**config.mk**
```make
export PLATFORM = sky130hd
export DESIGN_NAME = i2c_bitbang_master_core
export DESIGN_NICKNAME = d
export VERILOG_FILES = /design/src/rtl/i2cbb_pkg.sv /design/src/rtl/i2cbb_seq.sv /design/src/rtl/i2c_bitbang_master_core.sv
export SDC_FILE = /design/constraint.sdc
export NUM_CORES = 1
export LEC_CHECK = 0
export ABC_AREA = 0
export BUFFER_PORTS_ARGS = -buffer_cell sky130_fd_sc_hd__buf_2
export CAP_MARGIN = 20
export CORE_ASPECT_RATIO = 2
export CORE_UTILIZATION = 44
export CTS_BUF_LIST = sky130_fd_sc_hd__clkbuf_8
export CTS_CLUSTER_DIAMETER = 100
export DETAILED_ROUTE_END_ITERATION = 7
export PLACE_DENSITY = 0.74
export SLEW_MARGIN = 40
export SYNTH_ARGS = -nofsm -noshare
export SYNTH_HDL_FRONTEND = slang
export SYNTH_SLANG_ARGS = --single-unit
```
**constraint.sdc**
```tcl
create_clock -name i_clk -period 7.7 [get_ports i_clk]
set_clock_uncertainty 0.05 [all_clocks]
set_input_delay 1.155 -clock i_clk [delete_from_list [all_inputs] [get_ports i_clk]]
set_output_delay 1.155 -clock i_clk [all_outputs]
set_load 0.01 [all_outputs]
```
**src/rtl/i2cbb_pkg.sv**
```systemverilog
// Shared types and constants for the I2C bit-level master sequencer.
`timescale 1ns / 1ps

package i2cbb_pkg;

    localparam logic [7:0] PHASE_TICKS_RESET = 8'd2;
    localparam int unsigned APB_ADDR_W = 3;
    // Register select bit of paddr (word address) for phase_ticks
    localparam logic REG_PHASE_TICKS = 1'b0;

    typedef enum logic [2:0] {
        OP_TICK  = 3'd0,
        OP_START = 3'd1,
        OP_STOP  = 3'd2,
        OP_WRITE = 3'd3,
        OP_READ  = 3'd4
    } t_op;

    typedef enum logic [3:0] {
        S_IDLE     = 4'd0,
        S_ST_A     = 4'd1,
        S_ST_B     = 4'd2,
        S_SP_A     = 4'd3,
        S_SP_B     = 4'd4,
        S_WR_DATA  = 4'd5,
        S_WR_HI    = 4'd6,
        S_WR_LO    = 4'd7,
        S_WR_AKHI  = 4'd8,
        S_WR_AKLO  = 4'd9,
        S_RD_HI    = 4'd10,
        S_RD_LO    = 4'd11,
        S_RD_AKSDA = 4'd12,
        S_RD_AKHI  = 4'd13,
        S_RD_AKLO  = 4'd14,
        S_RD_AKREL = 4'd15
    } t_state;

    typedef struct packed {
        logic       scl_low;
        logic       sda_low;
        logic       busy_res;
        logic       done_res;
        logic [7:0] rx_byte;
        logic       ack_missing;
        logic       cmd_rejected;
    } t_result;

endpackage

```
**src/rtl/i2cbb_seq.sv**
```systemverilog
// Bus phase sequencer: state registers and the per-tick next-state and result logic.
`timescale 1ns / 1ps

module i2cbb_seq (
    input  logic              i_clk,
    input  logic              i_rst_n,
    input  logic              i_accept,
    input  logic [2:0]        i_op,
    input  logic [7:0]        i_tx_byte,
    input  logic              i_send_ack,
    input  logic              i_sda_in,
    input  logic [7:0]        i_phase_ticks,
    output i2cbb_pkg::t_result o_result
);
    import i2cbb_pkg::*;

    t_state     r_state,   n_state;
    logic [2:0] r_bit,     n_bit;
    logic [7:0] r_wait,    n_wait;
    logic [7:0] r_tx,      n_tx;
    logic [7:0] r_rx,      n_rx;
    logic       r_ack,     n_ack;
    logic       r_nack,    n_nack;
    logic       r_scl,     n_scl;
    logic       r_sda,     n_sda;
    logic [7:0] r_rx_last, n_rx_last;

    logic       enter_en;
    t_state     enter_st;
    logic [7:0] wait_load;
    logic [2:0] bit_pos;
    logic       is_last;
    logic       done;
    logic       rejected;

    assign wait_load = (i_phase_ticks == 8'd0) ? 8'd0 : i_phase_ticks - 8'd1;

    always_comb begin
        n_state   = r_state;
        n_bit     = r_bit;
        n_wait    = r_wait;
        n_tx      = r_tx;
        n_rx      = r_rx;
        n_ack     = r_ack;
        n_nack    = r_nack;
        n_scl     = r_scl;
        n_sda     = r_sda;
        n_rx_last = r_rx_last;
        enter_en  = 1'b0;
        enter_st  = S_IDLE;
        rejected  = 1'b0;
        done      = 1'b0;

        if (r_state == S_IDLE) begin
            n_bit = 3'd0;
            if (i_op == OP_START) begin
                enter_en = 1'b1;
                enter_st = S_ST_A;
            end else if (i_op == OP_STOP) begin
                enter_en = 1'b1;
                enter_st = S_SP_A;
            end else if (i_op == OP_WRITE) begin
                n_tx     = i_tx_byte;
                enter_en = 1'b1;
                enter_st = S_WR_DATA;
            end else if (i_op == OP_READ) begin
                n_rx     = 8'd0;
                n_ack    = i_send_ack;
                enter_en = 1'b1;
                enter_st = S_RD_HI;
            end
        end else begin
            rejected = (i_op != OP_TICK);
            if (r_wait != 8'd0) begin
                n_wait = r_wait - 8'd1;
            end else begin
                enter_en = 1'b1;
                unique case (r_state)
                    S_ST_A:     enter_st = S_ST_B;
                    S_SP_A:     enter_st = S_SP_B;
                    S_WR_DATA:  enter_st = S_WR_HI;
                    S_WR_HI:    enter_st = S_WR_LO;
                    S_WR_LO: begin
                        if (r_bit == 3'd7) begin
                            enter_st = S_WR_AKHI;
                        end else begin
                            n_bit    = r_bit + 3'd1;
                            enter_st = S_WR_DATA;
                        end
                    end
                    S_WR_AKHI:  enter_st = S_WR_AKLO;
                    S_RD_HI:    enter_st = S_RD_LO;
                    S_RD_LO: begin
                        if (r_bit == 3'd7) begin
                            enter_st = r_ack ? S_RD_AKSDA : S_RD_AKHI;
                        end else begin
                            n_bit    = r_bit + 3'd1;
                            enter_st = S_RD_HI;
                        end
                    end
                    S_RD_AKSDA: enter_st = S_RD_AKHI;
                    S_RD_AKHI:  enter_st = S_RD_AKLO;
                    S_RD_AKLO: begin
                        enter_en = r_ack;
                        enter_st = S_RD_AKREL;
                    end
                    default:    enter_en = 1'b0;
                endcase
            end
        end

        // MSB first: bit 0 of the count addresses bit 7 of the byte
        bit_pos = 3'd7 - n_bit;

        if (enter_en) begin
            n_state = enter_st;
            n_wait  = wait_load;
            unique case (enter_st)
                S_ST_A:     begin n_scl = 1'b0; n_sda = 1'b1; end
                S_ST_B:     begin n_scl = 1'b1; n_sda = 1'b1; end
                S_SP_A:     begin n_scl = 1'b0; n_sda = 1'b1; end
                S_SP_B:     n_sda = 1'b0;
                S_WR_DATA:  n_sda = ~n_tx[bit_pos];
                S_WR_HI:    n_scl = 1'b0;
                S_WR_LO:    n_scl = 1'b1;
                S_WR_AKHI:  begin n_sda = 1'b0; n_scl = 1'b0; end
                S_WR_AKLO:  begin n_nack = i_sda_in; n_scl = 1'b1; end
                S_RD_HI:    begin n_scl = 1'b0; n_sda = 1'b0; end
                S_RD_LO: begin
                    n_rx[bit_pos] = r_rx[bit_pos] | i_sda_in;
                    n_scl         = 1'b1;
                end
                S_RD_AKSDA: n_sda = 1'b1;
                S_RD_AKHI:  n_scl = 1'b0;
                S_RD_AKLO:  n_scl = 1'b1;
                S_RD_AKREL: n_sda = 1'b0;
                default:    n_state = enter_st;
            endcase
        end

        is_last = (n_state == S_ST_B) || (n_state == S_SP_B) || (n_state == S_WR_AKLO)
               || (n_state == S_RD_AKREL) || ((n_state == S_RD_AKLO) && !n_ack);

        if (n_state != S_IDLE && n_wait == 8'd0 && is_last) begin
            if (n_state == S_RD_AKLO || n_state == S_RD_AKREL) begin
                n_rx_last = n_rx;
            end
            n_state = S_IDLE;
            done    = 1'b1;
        end
    end

    always_ff @(posedge i_clk) begin
        if (!i_rst_n) begin
            r_state   <= S_IDLE;
            r_bit     <= 3'd0;
            r_wait    <= 8'd0;
            r_tx      <= 8'd0;
            r_rx      <= 8'd0;
            r_ack     <= 1'b0;
            r_nack    <= 1'b0;
            r_scl     <= 1'b0;
            r_sda     <= 1'b0;
            r_rx_last <= 8'd0;
        end else if (i_accept) begin
            r_state   <= n_state;
            r_bit     <= n_bit;
            r_wait    <= n_wait;
            r_tx      <= n_tx;
            r_rx      <= n_rx;
            r_ack     <= n_ack;
            r_nack    <= n_nack;
            r_scl     <= n_scl;
            r_sda     <= n_sda;
            r_rx_last <= n_rx_last;
        end
    end

    always_comb begin
        o_result.scl_low      = n_scl;
        o_result.sda_low      = n_sda;
        o_result.busy_res     = (n_state != S_IDLE);
        o_result.done_res     = done;
        o_result.rx_byte      = n_rx_last;
        o_result.ack_missing  = n_nack;
        o_result.cmd_rejected = rejected;
    end

endmodule

```
**src/rtl/i2c_bitbang_master_core.sv**
```systemverilog
// Top level of the I2C bit-level master: APB register, sequencer and output skid stage.
//
//  channel   direction  handshake          payload
//  tick in   in         i_valid / o_stall  i_op, i_tx_byte, i_send_ack, i_sda_in
//  result    out        o_valid / i_stall  o_scl_low, o_sda_low, o_busy_res, o_done_res,
//                                          o_rx_byte, o_ack_missing, o_cmd_rejected
//  config    in         APB psel/penable   paddr, pwdata, prdata (phase_ticks at 0x0)
//
// One tick word per clock while o_stall is low; its result word is registered in the output stage.
// The sequencer state and the result register sit on either side of one pass of logic.
// A two-entry output stage (register plus skid) lets one word in while a result stalls;
// o_stall rises only while the skid entry is occupied.
// Reset is synchronous: sequencer idle, pins released, phase_ticks back to 2.
`timescale 1ns / 1ps

module i2c_bitbang_master_core (
    input  logic                              i_clk,
    input  logic                              i_rst_n,
    input  logic                              i_valid,
    output logic                              o_stall,
    input  logic [2:0]                        i_op,
    input  logic [7:0]                        i_tx_byte,
    input  logic                              i_send_ack,
    input  logic                              i_sda_in,
    output logic                              o_valid,
    input  logic                              i_stall,
    output logic                              o_scl_low,
    output logic                              o_sda_low,
    output logic                              o_busy_res,
    output logic                              o_done_res,
    output logic [7:0]                        o_rx_byte,
    output logic                              o_ack_missing,
    output logic                              o_cmd_rejected,
    input  logic                              psel,
    input  logic                              penable,
    input  logic                              pwrite,
    input  logic [i2cbb_pkg::APB_ADDR_W-1:0]  paddr,
    input  logic [31:0]                       pwdata,
    output logic [31:0]                       prdata,
    output logic                              pready
);
    import i2cbb_pkg::*;

    logic [7:0] r_phase_ticks;
    t_result    seq_result;
    t_result    r_out,  n_out;
    t_result    r_skid, n_skid;
    logic       r_out_valid,  n_out_valid;
    logic       r_skid_valid, n_skid_valid;
    logic       accept;
    logic       out_ready;
    logic       reg_hit;

    assign pready  = 1'b1;
    assign reg_hit = (paddr[APB_ADDR_W-1] == REG_PHASE_TICKS);
    assign prdata  = reg_hit ? {24'd0, r_phase_ticks} : 32'd0;

    always_ff @(posedge i_clk) begin
        if (!i_rst_n) begin
            r_phase_ticks <= PHASE_TICKS_RESET;
        end else if (psel && penable && pwrite && pready && reg_hit) begin
            r_phase_ticks <= pwdata[7:0];
        end
    end

    assign accept    = i_valid && !r_skid_valid;
    assign out_ready = !r_out_valid || !i_stall;
    assign o_stall   = r_skid_valid;

    i2cbb_seq u_seq (
        .i_clk         (i_clk),
        .i_rst_n       (i_rst_n),
        .i_accept      (accept),
        .i_op          (i_op),
        .i_tx_byte     (i_tx_byte),
        .i_send_ack    (i_send_ack),
        .i_sda_in      (i_sda_in),
        .i_phase_ticks (r_phase_ticks),
        .o_result      (seq_result)
    );

    always_comb begin
        n_out        = r_out;
        n_skid       = r_skid;
        n_out_valid  = r_out_valid;
        n_skid_valid = r_skid_valid;
        if (out_ready) begin
            // drain the skid entry first to keep word order
            if (r_skid_valid) begin
                n_out        = r_skid;
                n_out_valid  = 1'b1;
                n_skid_valid = 1'b0;
            end else begin
                n_out       = seq_result;
                n_out_valid = accept;
            end
        end else if (accept) begin
            n_skid       = seq_result;
            n_skid_valid = 1'b1;
        end
    end

    always_ff @(posedge i_clk) begin
        if (!i_rst_n) begin
            r_out_valid  <= 1'b0;
            r_skid_valid <= 1'b0;
        end else begin
            r_out_valid  <= n_out_valid;
            r_skid_valid <= n_skid_valid;
        end
    end

    always_ff @(posedge i_clk) begin
        r_out  <= n_out;
        r_skid <= n_skid;
    end

    assign o_valid        = r_out_valid;
    assign o_scl_low      = r_out.scl_low;
    assign o_sda_low      = r_out.sda_low;
    assign o_busy_res     = r_out.busy_res;
    assign o_done_res     = r_out.done_res;
    assign o_rx_byte      = r_out.rx_byte;
    assign o_ack_missing  = r_out.ack_missing;
    assign o_cmd_rejected = r_out.cmd_rejected;

endmodule

```
==> results of run 1 <==
==> through the flow <==
step | hold slack [ps] | utilization (%) | std cells
floorplan | 384 | - | 666
global placement | 391 | 46.7 | 799
detailed placement | 401 | 46.8 | 800
CTS | 413 | 48.3 | 816
global route | 430 | 48.3 | 816
finish | 411 | 48.3 | 816
==> worst max-delay path: cells and delay by family <==
family                 cells  cell delay (ps)
AND/OR/NAND/NOR            4             1780
AO/OA/AOI/OAI              4             1200
buffers and inverters      1              140
==> final cells by class <==
cell class	instances	area, µm²	share of cell area, %
Clock inverter	7	55.1	0.963
Inverter	21	80.1	1.40
Multi-Input combinational cell	497	3090	54.0
Clock buffer	9	124	2.17
Sequential cell	81	1900	33.3
Timing Repair Buffer	56	290	5.08
Tap cell	145	181	3.17
==> registers in the layout, summed over array words and instances (netlist names) <==
| signal | count |
|---|---|
| o_done_res | 1 |
| u_seq.r_tx | 8 |
| u_seq.r_bit | 3 |
| u_seq.r_sda | 1 |
| o_rx_byte | 8 |
| u_seq.r_state | 4 |
| o_cmd_rejected | 1 |
| u_seq.r_scl | 1 |
| r_skid | 14 |
| o_stall | 1 |
| o_sda_low | 1 |
| u_seq.r_rx_last | 8 |
| u_seq.r_rx | 8 |
| r_phase_ticks | 8 |
| o_scl_low | 1 |
| o_busy_res | 1 |
| o_valid | 1 |
| u_seq.r_nack | 1 |
| u_seq.r_wait | 8 |
| o_ack_missing | 1 |
| u_seq.r_ack | 1 |
==> worst min path at each step <==
stage	end	start	slack, ps	depth (start not counted)
2_1_floorplan	u_seq.r_tx[7]	u_seq.r_tx[7]	380	2
6_report	u_seq.r_tx[3]	u_seq.r_tx[3]	410	2
4_1_cts	u_seq.r_tx[6]	u_seq.r_tx[6]	410	2
5_1_grt	u_seq.r_tx[1]	u_seq.r_tx[1]	430	2
3_5_place_dp	u_seq.r_tx[3]	u_seq.r_tx[3]	400	2
3_3_place_gp	u_seq.r_tx[7]	u_seq.r_tx[7]	390	2
==> per-layer routing <==
| layer | GRT usage (%) | vias up | routed length, µm |
|---|---|---|---|
| li1 | - | 2379 | - |
| met1 | 23.0 | 2338 | 5010 |
| met2 | 42.3 | 237 | 7460 |
| met3 | 4.13 | 43 | 755 |
| met4 | 13.3 | 0 | 640 |
| met5 | 0 | - | 0 |
==> Yosys cell counts (4+ instances only) <==
cell type	n
a311oi_1	5
ha_1	4
a21oi_1	55
buf_2	10
a22o_1	4
nand4_1	7
and2_1	7
o211a_1	11
o211ai_1	4
o22ai_1	7
nor2b_1	12
o2111ai_1	7
a31oi_1	10
nand3_1	13
and3_1	8
inv_1	19
mux2i_1	6
clkbuf_1	24
nor2_1	61
dfxtp_1	53
or4_1	5
or2_2	4
o21ai_0	24
nand4b_1	4
nor4_4	4
nor3_1	15
nand2_1	81
mux2_2	5
a211oi_1	20
xnor2_1	7
edfxtp_1	28
o311ai_0	7
buf_4	30
nand2b_1	6
==> logic make-up after synthesis <==
| group | count (synthesis) | share of synthesized area [%] |
|---|---|---|
| buf+inv | 88 | 8.89 |
| compound gates | 198 | 26.4 |
| other cells | 2 | 0.140 |
| simple gates | 246 | 23.7 |
| flops | 81 | 35.4 |
| fa+ha+maj | 5 | 1.12 |
| xor+xnor | 12 | 2.23 |
| mux | 11 | 2.16 |
==> power breakdown <==
part           internal, µW  leakage [µW]  switching [µW]
Combinational          87.2       0.00133             165
Sequential              466      0.000729            19.8
Clock                   120     0.0000916             174
Total                   673       0.00215             359
==> results.yml, run 1 <==
pwr:
  power.static_leakage_uw: 0.00215
  ir_drop_mv: 0.112
  power.density_nw_per_um2: 181
  total_power_uw: 1030
sta:
  fmax_mhz: 239
  slew_headroom_pct: 44.4
  tightest_slew_ps: 821
  fin_setup_tns_ps: 0
  final-hold-violation-count: 0
  maxSlewViolCount: 0
  setup_slack_ps: 3520
  fin_crit_sh_pct: 54.3
  layout_min_cycle_time_ps: 4180
  rsz0062_at_grt: "no"
  setup_viol: 0
setup_path:
  reg2reg_slack_ps: 3690
  crit_fanout: 22
  r2r_cells: 8
  startpoint: "i_op[0]"
  rr_startpoint: "u_seq.r_state[1]"
  endpoint: "o_rx_byte[0]"
  r2r_end: "o_rx_byte[0]"
  cp.arrival_ps: 4300
  crit_slowest_cell: "and3_1"
  path_class: "in -> reg"
  setup.worst_path.start_class: "input port"
  critical-path-max-stage-delay_ps: 770
  crit_chain: "buf_2 -> or3_1 -> and3_1 -> o211ai_1 -> a21oi_1 -> nor4_4 -> and3_1 -> o2111ai_1 -> o311ai_0"
  setup.worst_path.end_class: "flop"
  required_ps: 7820
  crit_top_cell: "and3_1"
logic_synthesis:
  avgSynthCellArea_um2: 8.36
  yosysSeqAreaShare_pct: 35.4
  synth-seq-cells: 81
  postSynthCellCount: 643
  yosysTopAreaCell: "dfxtp_1"
  yosys_warnings: 0
  synth_ff_type: "dfxtp_1"
  ys_top_cells_by_area: "dfxtp_1, edfxtp_1, nand2_1, a21oi_1, nor2_1"
  syn-cell-area_um2: 5380
  ys_async_sr_fraction_pct: 0
  synth.distinct_cells: 79
  synth_top_area_share_pct: 19.7
  synth_edf_count: 28
grt:
  grt_pass1_vias: 4684
  grt_start_max_net_pins: 49
  grtUsageTotal_pct: 22.7
  antenna_found_initial: 0
  overflow: 0
  grt_pass1_wl_mm: 22.3
cells_and_area:
  fin_area_um2: 5720
  final_nets: 725
  fillCellCount: 1133
  diodes: 0
  drive_above_1_share_pct: 16.2
  area_growth_syn_to_layout_pct: 6.40
  mostFrequentLayoutCell: "nand2_1"
  final_cell_mix: "nand2_1, nor2_1, a21oi_1"
route:
  vias_per_cell: 6.12
  ant_nets: 0
  wl_per_cell_um: 17.0
  route.detailed.drc: 0
  wl_mm: 13.9
  via_count: 4997
  dr.pass1.iters: 5
  first_iter_violations: 484
clock_tree:
  clockRootBuffer: "clkbuf_8"
  numCtsBuffers: 9
  hold_buffers: 0
  cts_setup_buffers: 0
  clkTransAtPathRegs_ps: 90
  cts_resized: 0
  cts.sinks: 81
  clockBufferDepth: 2
  clock_latency_ps: 380
  h-tree-depth: 3
  cts_tree: "done"
placement:
  numPortBuffers: 52
  place_congestion: 0.916
  hpwl_mm: 10.3
  place_area_um2: 5540
  dp_slack_ps: 3280
floorplan:
  core_area_um2: 11800
  rows: 56
  dieArea_um2: 12700
  die_h_um: 158
  initial_utilization_pct: 45.4
  chipWidth_um: 80.2
  num_io_pins: 104
job:
  max_cap_violations: 0
status:
  run_status: "finished, final reports clean"
worst_hold_path:
  hold_class: "reg -> reg"
Power figures use the tool's default switching activity.
==> run 2, diff against run 1 <==
--- a/config.mk
+++ b/config.mk
@@ -13,7 +13,7 @@
 export CTS_BUF_LIST = sky130_fd_sc_hd__clkbuf_8
 export CTS_CLUSTER_DIAMETER = 100
 export DETAILED_ROUTE_END_ITERATION = 7
-export PLACE_DENSITY = 0.74
+export PLACE_DENSITY = 0.76
 export SLEW_MARGIN = 40
 export SYNTH_ARGS = -nofsm -noshare
 export SYNTH_HDL_FRONTEND = slang
==> constraint.sdc (replaced) <==
create_clock -name i_clk -period 3.5 [get_ports i_clk]
set_clock_uncertainty 0.05 [all_clocks]
set_input_delay 0.525 -clock i_clk [delete_from_list [all_inputs] [get_ports i_clk]]
set_output_delay 0.525 -clock i_clk [all_outputs]
set_load 0.01 [all_outputs]
==> results.yml, run 2 (synthesis results as in run 1) <==
pwr:
  total_power_uw: 2510
  power.static_leakage_uw: 0.00234
  ir_drop_mv: 0.252
  power.density_nw_per_um2: 415
setup_path:
  crit_family: "compound AO/OA/AOI/OAI gates"
  crit_chain: "inv_1 -> ha_1 -> or3b_2 -> nor2_1 -> buf_4 -> o211a_1 -> nor2_1 -> nand4_1 -> a2111oi_0 -> a21oi_1 -> buf_4 -> a2111oi_1"
  required_ps: 3700
  cp.arrival_ps: 3520
  cp_num_buf_inv: 3
  crit_fanout: 6
  reg2reg_slack_ps: 180
  setup.worst_path.start_class: "flop"
  setup.worst_path.end_class: "flop"
  crit_slowest_cell: "dfxtp_1"
  path_class: "reg -> reg"
  critical-path-max-stage-delay_ps: 430
cells_and_area:
  largest_reg_flops: 14
  diodes: 0
  area_growth_syn_to_layout_pct: 12.8
  drive_above_1_share_pct: 20.8
  final_core_util_pct: 51.2
  final_nets: 755
  final_cell_mix: "nand2_1, nor2_1, a21oi_1"
  mostFrequentLayoutCell: "nand2_1"
  largest-register: "r_skid"
  fillCellCount: 1151
route:
  ant_nets: 0
  via_count: 5052
  first_iter_violations: 324
  wl_mm: 14.4
  wl_per_cell_um: 17.0
  route.detailed.drc: 0
  vias_per_cell: 5.97
  dr.pass1.iters: 5
clock_tree:
  clockRootBuffer: "clkbuf_8"
  cts_tree: "done"
  h-tree-depth: 3
  clkTransAtPathRegs_ps: 90
  numCtsBuffers: 9
  clock_latency_ps: 370
  clockBufferDepth: 2
  cts.sinks: 81
sta:
  tightest_slew_ps: 763
  slew_headroom_pct: 49.1
  rsz0062_at_grt: "no"
  layout_min_cycle_time_ps: 3320
  fmax_mhz: 302
  setup_viol: 0
  final-hold-violation-count: 0
  fin_crit_sh_pct: 94.8
  maxSlewViolCount: 0
  fin_setup_tns_ps: 0
grt:
  grt_start_max_net_pins: 49
  grt_pass1_wl_mm: 23.2
  grtUsageTotal_pct: 23.6
  overflow: 0
  grt_pass1_vias: 4802
  antenna_found_initial: 0
placement:
  hpwl_mm: 10.9
  place_congestion: 0.944
  numPortBuffers: 52
worst_hold_path:
  hold_class: "in -> reg"
floorplan:
  num_io_pins: 104
  initial_utilization_pct: 45.4
  core_area_um2: 11800
  rows: 56
  chipWidth_um: 80.2
  dieArea_um2: 12700
  die_h_um: 158
status:
  run_status: "finished, final reports clean"
job:
  max_cap_violations: 0
==> run 2: path summary, 6_finish.rpt <==
| check | start | to | cells after the start |
|---|---|---|---|
| max | u_seq.r_wait[1] | u_seq.r_sda | 12 |
| min | pwdata[1] | r_phase_ticks[1] | 3 |
| max reg2reg | u_seq.r_wait[1] | u_seq.r_sda | 12 |
| min reg2reg | u_seq.r_tx[2] | u_seq.r_tx[2] | 2 |
==> run 2: area by class of cell <==
class / count / area, µm² / share of cell area [%]
Sequential cell: 81 / 1900 / 31.4
Multi-Input combinational cell: 497 / 3110 / 51.3
Clock inverter: 6 / 97.6 / 1.61
Clock buffer: 10 / 138 / 2.27
Inverter: 21 / 80.1 / 1.32
Tap cell: 145 / 181 / 2.99
Timing Repair Buffer: 86 / 553 / 9.12
==> run 2: timing repair <==
action	CTS	global route
setup endpoints to repair	0	13
hold buffers	0	0
gates resized for setup	0	7
setup buffers	0	2
endpoints found under the hold margin	0	0
==> run 2: layer usage <==
metal	up-vias	routed length (µm)	global-route usage, %
li1	2433	-	-
met5	-	0	0
met3	39	579	3.78
met1	2383	5190	23.1
met2	197	8000	44.5
met4	0	627	14.8
==> run 2: power by group <==
group / leakage (µW) / internal [µW] / switching, µW
Sequential: 0.000729 / 1030 / 40.8
Clock: 0.000119 / 433 / 384
Combinational: 0.00149 / 248 / 380
Total: 0.00234 / 1710 / 806
==> run 2: metrics by stage <==
| stage | hold slack [ps] | std cells | setup WS [ps] | instance area [µm²] |
|---|---|---|---|---|
| 4_1_cts | 316 | 844 | 132 | 6020 |
| 5_1_grt | 333 | 846 | 30.7 | 6060 |
| 3_5_place_dp | 402 | 828 | 138 | 5790 |
| 2_1_floorplan | 384 | 666 | 552 | 5460 |
| 6_report | 321 | 846 | 183 | 6060 |
| 3_3_place_gp | 391 | 828 | 233 | 5780 |
==> run 2: tightest hold or removal path: cells and delay by family <==
family | cells | cell delay [ps]
and+or+nand+nor | 1 | 40
buffers and inverters | 1 | 70
AOI/OAI and AO/OA | 1 | 70
==> run 3, diff against run 2 <==
--- a/config.mk
+++ b/config.mk
@@ -13,8 +13,9 @@
 export CTS_BUF_LIST = sky130_fd_sc_hd__clkbuf_8
 export CTS_CLUSTER_DIAMETER = 100
 export DETAILED_ROUTE_END_ITERATION = 7
-export PLACE_DENSITY = 0.76
+export PLACE_DENSITY = 0.77
 export SLEW_MARGIN = 40
 export SYNTH_ARGS = -nofsm -noshare
 export SYNTH_HDL_FRONTEND = slang
+export SYNTH_HIERARCHICAL = 1
 export SYNTH_SLANG_ARGS = --single-unit
==> results.yml, run 3 <==
cells_and_area:
  area_growth_syn_to_layout_pct: 20.8
  seq_area_um2: 1900
  stdcell_count: 834
  final_core_util_pct: 54.5
  multiInputGateArea_um2: 2920
  fillCellCount: 1057
  largest-register: "r_skid"
  largest_reg_flops: 14
  drive_above_1_share_pct: 31.8
  final_cell_mix: "buf_4, nand2_1, nor2_1"
  final_nets: 745
  diodes: 0
  mostFrequentLayoutCell: "buf_4"
route:
  ant_nets: 0
  first_iter_violations: 265
  wl_per_cell_um: 17.4
  route.detailed.drc: 0
  vias_per_cell: 5.77
  wl_mm: 14.5
  dr.pass1.iters: 5
  via_count: 4810
pwr:
  ir_drop_mv: 0.268
  power.static_leakage_uw: 0.00257
  power.density_nw_per_um2: 403
grt:
  grtUsageTotal_pct: 24.5
  grt_pass1_wl_mm: 23.0
  grt_pass1_vias: 4909
  grt_start_max_net_pins: 38
  overflow: 0
  antenna_found_initial: 0
floorplan:
  dieArea_um2: 12100
  die_h_um: 155
  chipWidth_um: 78.3
  rows: 55
  num_io_pins: 104
  core_area_um2: 11400
  initial_utilization_pct: 45.1
logic_synthesis:
  synth_ff_type: "dfxtp_1"
  yosysTopAreaCell: "dfxtp_1"
  netlist_top_cells_count: "nand2_1, nor2_1, dfxtp_1"
  yosysSeqAreaShare_pct: 37.1
  synth_top_area_share_pct: 20.7
  ys_top_cells_by_area: "dfxtp_1, edfxtp_1, mux2i_1, mux2_2, buf_4"
  yosysMostFrequentCell: "nand2_1"
  synth.distinct_cells: 69
  yosys_warnings: 6
  syn-cell-area_um2: 5120
  postSynthCellCount: 581
  ys_async_sr_fraction_pct: 0
  avgSynthCellArea_um2: 8.82
  synth-seq-cells: 81
  synth_edf_count: 28
setup_path:
  crit_family: "multiplexers"
  cp_num_buf_inv: 3
  crit_chain: "nor4_4 -> buf_6 -> nand3_1 -> mux2i_2 -> a211oi_1 -> o32ai_1 -> buf_4 -> nand3b_1 -> nor2_4 -> buf_12 -> mux2_2 -> mux2_2"
  path_depth: 12
  r2r_cells: 12
  crit_top_cell: "mux2_2"
  critical-path-max-stage-delay_ps: 420
  crit_fanout: 8
  setup.worst_path.start_class: "flop"
  required_ps: 3550
  cp.arrival_ps: 3450
  crit_slowest_cell: "dfxtp_1"
  setup.worst_path.end_class: "flop"
  path_class: "reg -> reg"
job:
  max_cap_violations: 0
sta:
  setup_viol: 0
  fin_setup_tns_ps: 0
  final-hold-violation-count: 0
  layout_min_cycle_time_ps: 3400
  fmax_mhz: 294
  rsz0062_at_grt: "yes"
  slew_headroom_pct: 51.0
  setup_slack_ps: 103
  tightest_slew_ps: 735
  fin_crit_sh_pct: 97.1
  maxSlewViolCount: 0
placement:
  place_congestion: 0.969
  dp_slack_ps: 15.2
  hpwl_mm: 11.1
  numPortBuffers: 52
  dpl.cell_count: 812
clock_tree:
  cts.sinks: 81
  clkTransAtPathRegs_ps: 90
  clockBufferDepth: 2
  clockRootBuffer: "clkbuf_8"
  hold_buffers: 0
  cts_tree: "done"
  h-tree-depth: 3
  numCtsBuffers: 9
  clock_latency_ps: 360
worst_hold_path:
  hold_class: "in -> reg"
  hold_depth: 3
status:
  run_status: "finished, final reports clean"
## run 3: cell types whose count changed after synthesis, moves of 7 or more
cell	delta
o211a_1	-9
nand3_1	+7
a21oi_1	-15
nor2b_1	-8
clkbuf_1	-8
a211oi_1	-11
mux2i_1	+27
mux2_2	+22
and2b_2	+8
nand2_1	-21
## run 3: cell type report
class                           count  area share [%]
Sequential cell                    81            30.8
Clock inverter                      7            1.44
Timing Repair Buffer              132            14.6
Tap cell                          142            2.87
Multi-Input combinational cell    446            47.3
Clock buffer                        9            2.00
Inverter                           17            1.03
## run 3: stage by stage
| stage | total power [µW] | hold WS, ps | cell area [µm²] |
|---|---|---|---|
| global route | 2600 | 342 | 6190 |
| floorplan | 1480 | 383 | 5210 |
| global placement | 1690 | 389 | 5840 |
| finish | 2490 | 346 | 6190 |
| CTS | 2460 | 339 | 6060 |
| detailed placement | 1710 | 400 | 5840 |
## run 3: logic make-up (layout without fill, tap and decap cells)
family	count (synthesis)	in the layout	synth area share (%)
compound gates	122	122	15.6
simple gates	225	225	22.8
other cells	2	25	0.147
buf+inv	77	165	8.79
fa+ha+maj	3	3	0.733
mux	62	62	13.3
xor+xnor	9	9	1.54
flops	81	81	37.1
## run 3: routing by layer
layer	up-vias	routed length [µm]	GRT usage, %	part of all wire [%]
li1	2263	-	-	-
met1	2257	4780	22.1	33
met2	205	8030	46.2	55
met3	85	581	3.30	4.0
met4	0	1080	21.3	7.5
met5	-	0	0	0
## run 3: path summary, 6_finish.rpt
kind / from / end / slack, ps
setup / recovery: u_seq/r_state[3] / o_rx_byte[5] / 100
hold / removal: pwdata[2] / r_phase_ticks[2] / 350
setup reg to reg: u_seq/r_state[3] / o_rx_byte[5] / 100
hold reg to reg: u_seq/r_tx[3] / u_seq/r_tx[3] / 410
## run 3: timing repair
| action | in CTS | in global routing |
|---|---|---|
| buffers inserted | 1 | 5 |
| endpoints found under the setup margin | 1 | 11 |
| resized for setup | 0 | 21 |
| pin swaps | 0 | 4 |
| hold endpoints to repair | 0 | 0 |
## run 3: worst reg2reg max path: cells and delay by family, from the launching register on
family                 cells  cell delay [ps]
multiplexers               3              900
AO/OA/AOI/OAI              2              430
AND/OR/NAND/NOR            4              840
flip-flops                 1              420
buffers and inverters      3              490
## run 3: report_power, final
part | total [µW] | internal, µW | switching (µW)
Clock | 747 | 397 | 350
Combinational | 678 | 306 | 372
Sequential | 1070 | 1030 | 39.9
Total | 2490 | 1730 | 762
